**src/hdl/bce_pkg.sv**
```systemverilog
`timescale 1ns / 1ps
// Shared types, codes and arithmetic helpers for the Bezier curve evaluator.
// No dependencies; imported by every module under hdl/.
package bce_pkg;

    localparam int MAX_DEGREE = 4;
    localparam int NPTS       = MAX_DEGREE + 1;

    // Configuration register indexes
    localparam logic [1:0] CFG_DEGREE = 2'd0;
    localparam logic [1:0] CFG_START  = 2'd1;
    localparam logic [1:0] CFG_INVDUR = 2'd2;

    // Item actions
    localparam logic ACT_LOAD = 1'b0;
    localparam logic ACT_EVAL = 1'b1;

    // Derivative orders
    localparam logic [1:0] ORD_POS = 2'd0;
    localparam logic [1:0] ORD_VEL = 2'd1;
    localparam logic [1:0] ORD_ACC = 2'd2;

    localparam logic signed [31:0] Q16_ONE = 32'sh0001_0000;

    typedef logic signed [31:0] t_q16;
    typedef t_q16 [2:0]         t_vec;   // x, y, z
    typedef t_q16 [NPTS-1:0]    t_pw;    // powers of s, index 0 is 1.0

    // Control bundle that travels with each item down the pipe
    typedef struct packed {
        logic       vld;
        logic       eval;
        logic [2:0] idx;
        logic [2:0] n;
        logic [1:0] d;
        logic       ov;
    } t_ctl;

    typedef struct packed {
        logic ov;
        t_q16 v;
    } t_sat;

    // Bernstein power-basis matrices: [degree][point][power]
    localparam logic signed [4:0] BERN [0:4][0:4][0:4] = '{
        '{'{0, 0, 0, 0, 0}, '{0, 0, 0, 0, 0}, '{0, 0, 0, 0, 0},
          '{0, 0, 0, 0, 0}, '{0, 0, 0, 0, 0}},
        '{'{1, -1, 0, 0, 0}, '{0, 1, 0, 0, 0}, '{0, 0, 0, 0, 0},
          '{0, 0, 0, 0, 0}, '{0, 0, 0, 0, 0}},
        '{'{1, -2, 1, 0, 0}, '{0, 2, -2, 0, 0}, '{0, 0, 1, 0, 0},
          '{0, 0, 0, 0, 0}, '{0, 0, 0, 0, 0}},
        '{'{1, -3, 3, -1, 0}, '{0, 3, -6, 3, 0}, '{0, 0, 3, -3, 0},
          '{0, 0, 0, 1, 0}, '{0, 0, 0, 0, 0}},
        '{'{1, -4, 6, -4, 1}, '{0, 4, -12, 12, -4}, '{0, 0, 6, -12, 6},
          '{0, 0, 0, 4, -4}, '{0, 0, 0, 0, 1}}
    };

    // Clamp to 32-bit signed range, flag when clamped
    function automatic t_sat sat32(input logic signed [67:0] a);
        t_sat r;
        if (a > 68'sh0_0000_0000_7FFF_FFFF) begin
            r.ov = 1'b1;
            r.v  = 32'sh7FFF_FFFF;
        end else if (a < -68'sh0_0000_0000_8000_0000) begin
            r.ov = 1'b1;
            r.v  = -32'sh8000_0000;
        end else begin
            r.ov = 1'b0;
            r.v  = a[31:0];
        end
        return r;
    endfunction

    // Control bundle with a new overflow flag
    function automatic t_ctl ctl_ov(input t_ctl c, input logic ov);
        t_ctl r;
        r    = c;
        r.ov = ov;
        return r;
    endfunction

    // Control bundle with a new valid bit
    function automatic t_ctl ctl_vld(input t_ctl c, input logic vld);
        t_ctl r;
        r     = c;
        r.vld = vld;
        return r;
    endfunction

    // Weight coefficient of power k for point i: matrix entry times j!/(j-d)!
    function automatic logic signed [8:0] wcoef(input logic [2:0] n, input logic [1:0] d,
                                                input logic [2:0] i, input logic [2:0] k);
        logic [3:0]        j;
        logic [8:0]        ju;
        logic signed [8:0] m;
        logic signed [8:0] f;
        j  = 4'(k) + 4'(d);
        ju = 9'(j);
        if (j > 4'(n) || i > n) begin
            return '0;
        end
        m = 9'(BERN[n][i][j[2:0]]);
        case (d)
            ORD_POS: f = 9'sd1;
            ORD_VEL: f = $signed(ju);
            default: f = $signed(9'(ju * (ju - 9'd1)));
        endcase
        return 9'(m * f);
    endfunction

endpackage

```
**src/hdl/bce_time.sv**
```systemverilog
`timescale 1ns / 1ps
// Time front end: clamps degree/order and forms s = (t - start) * inv_duration.
// Depends on bce_pkg. Three register stages.
module bce_time import bce_pkg::*; (
    input  logic        i_clk,
    input  logic        i_rst_n,
    input  logic        i_en,
    input  logic        i_vld,
    input  logic        i_action,
    input  logic [2:0]  i_idx,
    input  t_vec        i_pt,
    input  t_q16        i_time,
    input  logic [1:0]  i_order,
    input  logic [2:0]  i_degree,
    input  t_q16        i_start,
    input  logic [31:0] i_invdur,
    output t_ctl        o_ctl,
    output t_vec        o_pt,
    output t_q16        o_s
);

    t_ctl               r1_ctl, r2_ctl, r3_ctl;
    t_vec               r1_pt, r2_pt, r3_pt;
    logic [32:0]        r1_mag;
    logic               r1_neg, r2_neg;
    logic [64:0]        r2_prod;
    t_q16               r3_s;

    t_ctl               n_ctl1;
    logic signed [32:0] n_diff;
    logic [48:0]        n_qpos;
    logic [49:0]        n_qneg;
    t_q16               n_s;
    logic               n_sov;

    // Stage 1: clamp codes, signed difference and its magnitude
    always_comb begin
        n_ctl1.vld  = i_vld;
        n_ctl1.eval = i_action;
        n_ctl1.idx  = i_idx;
        n_ctl1.ov   = 1'b0;
        if (i_degree == 3'd0) begin
            n_ctl1.n = 3'd1;
        end else if (i_degree > 3'(MAX_DEGREE)) begin
            n_ctl1.n = 3'(MAX_DEGREE);
        end else begin
            n_ctl1.n = i_degree;
        end
        n_ctl1.d = (i_order > ORD_ACC) ? ORD_ACC : i_order;
        n_diff   = 33'(i_time) - 33'(i_start);
    end

    // Stage 3: floor and clamp of the scaled time
    always_comb begin
        n_qpos = r2_prod[64:16];
        n_qneg = 50'((66'(r2_prod) + 66'd65535) >> 16);
        n_sov  = 1'b0;
        if (!r2_neg) begin
            if (n_qpos > 49'h0_7FFF_FFFF) begin
                n_sov = 1'b1;
                n_s   = 32'sh7FFF_FFFF;
            end else begin
                n_s   = $signed(n_qpos[31:0]);
            end
        end else begin
            if (n_qneg > 50'h0_8000_0000) begin
                n_sov = 1'b1;
                n_s   = -32'sh8000_0000;
            end else begin
                n_s   = $signed(~n_qneg[31:0] + 32'd1);
            end
        end
    end

    always_ff @(posedge i_clk) begin
        if (!i_rst_n) begin
            r1_ctl.vld <= 1'b0;
            r2_ctl.vld <= 1'b0;
            r3_ctl.vld <= 1'b0;
        end else if (i_en) begin
            r1_ctl <= n_ctl1;
            r1_pt  <= i_pt;
            r1_neg <= n_diff[32];
            r1_mag <= n_diff[32] ? 33'(-n_diff) : 33'(n_diff);
            r2_ctl  <= r1_ctl;
            r2_pt   <= r1_pt;
            r2_neg  <= r1_neg;
            r2_prod <= 65'(r1_mag) * 65'(i_invdur);
            r3_ctl    <= ctl_ov(r2_ctl, n_sov);
            r3_pt     <= r2_pt;
            r3_s      <= n_s;
        end
    end

    assign o_ctl = r3_ctl;
    assign o_pt  = r3_pt;
    assign o_s   = r3_s;

endmodule

```
**config.mk**
```make
export PLATFORM = sky130hd
export DESIGN_NAME = bce_time
export DESIGN_NICKNAME = d
export VERILOG_FILES = /design/src/hdl/bce_pkg.sv /design/src/hdl/bce_time.sv
export SDC_FILE = /design/constraint.sdc
export NUM_CORES = 2
export LEC_CHECK = 0
export BUFFER_PORTS_ARGS = -buffer_cell sky130_fd_sc_hd__buf_4
export CAP_MARGIN = 20
export CORE_ASPECT_RATIO = 0.5
export CORE_MARGIN = 3
export CORE_UTILIZATION = 56
export DETAILED_ROUTE_END_ITERATION = 10
export MAX_ROUTING_LAYER = met4
export PLACE_DENSITY = 0.75
export SLEW_MARGIN = 20
export SYNTH_ARGS = -nofsm -noshare
export SYNTH_HDL_FRONTEND = slang
export SYNTH_SLANG_ARGS = --single-unit
```
**constraint.sdc**
```tcl
create_clock -name i_clk -period 26.6 [get_ports i_clk]
set_clock_uncertainty 0.2 [all_clocks]
set_input_delay 3.99 -clock i_clk [delete_from_list [all_inputs] [get_ports i_clk]]
set_output_delay 3.99 -clock i_clk [all_outputs]
set_load 0.02 [all_outputs]
```
==> results.yml <==
logic_synthesis:
  syn_area_per_cell_um2: 10.3
  netlist_instances: 5160
  ys.flop_type: "edfxtp_1"
  synth-seq-cells: 451
  seq_area_frac_synth_pct: 25.5
  synth_edf_count: 448
  yosys.area_share.simple_pct: 15.3
  yosysMostFrequentCell: "inv_1"
  synth.top_cells.by_count: "inv_1, fa_1, nand2_1"
  syn_area_um2: 53100
  muxShareOfSynthArea_pct: 0.210
  synth_compound_area_share_pct: 5.72
  yosys.area.top_type_share_pct: 35.0
  synth_area_leaders: "fa_1, edfxtp_1, inv_1, ha_1, and2_1"
  yosysUniqueCellTypes: 89
  yosysTopAreaCell: "fa_1"
  syn-num-nets: 6592
  yosysWarnings: 0
  synth_top_family_by_area: "adder cells"
  yosys.area_share.adder_pct: 42.0
  synth-async-reset-ratio_pct: 0
  synthXorXnorAreaFrac_pct: 2.19
flow_run:
  maxCapViolCount: 0
global_routing:
  gr-total-overflow: 0
  track_usage_pct: 30.2
  grt_pass1_vias: 40039
  grt_pass1_wl_um: 223000
  grt_max_degree: 208
  antenna_found_initial: 8
clock_network:
  numCtsBuffers: 41
  cts_resized: 0
  cts-htree-levels: 2
  cts_tree: "built"
  cts_root_buf: "clkbuf_16"
  postCtsSetupBuffers: 0
  cts_max_path_buffers: 3
  cts.sinks: 451
  insertion_delay_ns: 0.60
  hold_buffers: 0
  clk_pin_slew_ns: 0.07
worst_setup_path:
  critPathArrivalTime_ns: 11.92
  crit_top_cell: "fa_1"
  path_delay_family: "adder cells"
  crit_fanout: 33
  critPathBufInv: 5
  path_class: "in2reg"
  worstPathRequired_ns: 26.70
  worstSetupStartpointType: "input port"
  critPathSlowestCell: "a2111oi_0"
  slowest_delay_ns: 0.64
  endpoint_kind: "register"
sta:
  max_freq_mhz: 84.6
  min_period_ns: 11.82
  worst_slew_pin_slew_ns: 1.00
  finalSetupViolations: 0
  maxSlewHeadroom_pct: 33.1
  slew_viol_final: 0
  hold_viol_final: 0
  finalCritPeriodShare_pct: 44.5
  rsz0062_at_grt: "no"
  fin_setup_tns_ns: 0
drt:
  detail-route-antenna-nets: 0
  num_vias: 37757
  drc: 0
  drt_iter0_drc: 3538
  routed_wl_um: 143000
  dr.pass1.iters: 9
  viasPerCell: 5.68
  wire_per_inst_um: 21.5
floorplanning:
  fp.dieW_um: 441
  rows: 79
  die_h_um: 224
  dieArea_um2: 98700
  initial_core_util_pct: 56.8
  ios: 344
  fp.coreArea_um2: 93400
place:
  dpl.cell_count: 6557
  io_buffers: 343
  routabilityCongestion: 0.969
  dp_hpwl_um: 106000
cells_and_area:
  syn_to_final_growth_pct: 9.15
  final_cell_count_no_fill: 6642
  drive_gt1_share_pct: 9.13
  nets: 6777
hold_path:
  hold_path_class: "reg2reg"
outcome:
  status: "finished clean"
## worst reg2reg max path, stage by stage (launching register included)
cell	delay, ns
edfxtp_1	0.34
buf_4	0.45
and2_1	0.26
fa_1	0.45
fa_1	0.58
inv_1	0.06
fa_1	0.51
fa_1	0.52
inv_1	0.05
fa_1	0.58
fa_1	0.45
fa_1	0.49
inv_1	0.06
fa_1	0.48
inv_1	0.04
ha_1	0.34
a21oi_1	0.21
o21ai_0	0.15
a2111oi_0	0.64
nor3_1	0.15
o32ai_1	0.31
o21ai_0	0.13
a2111o_1	0.40
a31oi_1	0.30
o21ai_0	0.16
xor2_1	0.16
## layout make-up
class,instances,area [µm²]
repair buffers,386,2910
diodes,11,27.5
flip-flops and latches,451,13500
clock inverters,31,239
multi-input cells,3424,34700
fillers,7450,35500
clock buffers,43,1030
inverters,1041,3910
well taps,1255,1570
## cells by family (layout without fill, tap and decap cells)
family,after synthesis,in the layout
muxes,11,11
DFF,451,451
adders and majority gates,1227,1227
AOI/OAI and AO/OA,461,461
and+or+nand+nor,1592,1592
xor gates and xnor gates,133,133
buffers and inverters,1285,1501
other,0,11
## per-stage QoR
| stage | worst slack [ns] | area [µm²] | hold slack [ns] | util, % |
|---|---|---|---|---|
| global route | 14.48 | 57900 | 0.168 | 62.0 |
| floorplan | 11.48 | 53100 | 0.200 | - |
| finish | 14.78 | 57900 | 0.174 | 62.0 |
| CTS | 14.84 | 57900 | 0.166 | 62.0 |
| detailed placement | 14.24 | 56600 | 0.205 | 60.6 |
| global placement | 14.43 | 56600 | 0.200 | 60.6 |
## flip-flops by register name, summed over array words and instances, names as in the netlist
| signal | flops |
|---|---|
| r1_pt | 96 |
| r1_ctl | 10 |
| r1_mag | 33 |
| r1_neg | 1 |
| r2_neg | 1 |
| r2_pt | 96 |
| o_ctl | 11 |
| r2_prod | 65 |
| o_s | 32 |
| r2_ctl | 10 |
| o_pt | 96 |
## final timing paths
kind | start | end | slack, ns | depth (start not counted)
max | i_invdur[9] | r2_prod[63] | 14.78 | 25
min | r1_pt[37] | r2_pt[37] | 0.17 | 0
max reg2reg | r1_mag[24] | r2_prod[63] | 17.82 | 25
min reg2reg | r1_pt[37] | r2_pt[37] | 0.17 | 0
## layout by cell type (no fill, tap or decap), drive strengths merged, types with 22 or more instances in the layout
master  count
nor4       28
nor3       49
buf       386
nor2      103
nand2     655
ha        300
a21oi     131
inv      1047
o21ai      93
xnor2      82
edfxtp    448
nand3      61
nand4      43
xor2       51
a21o       47
fa        927
clkbuf     43
and2      526
a31oi      22
or4        22
## metal layers
metal / wire (µm) / track usage, %
met1: 57400 / 40.3
met2: 62800 / 44.4
met3: 18700 / 10.3
met4: 4090 / 8.25
met5: 0 / -
Power is left out: the tool's default activity adds up to more than one toggle a clock period on the data nets, which glitch-free logic cannot reach.
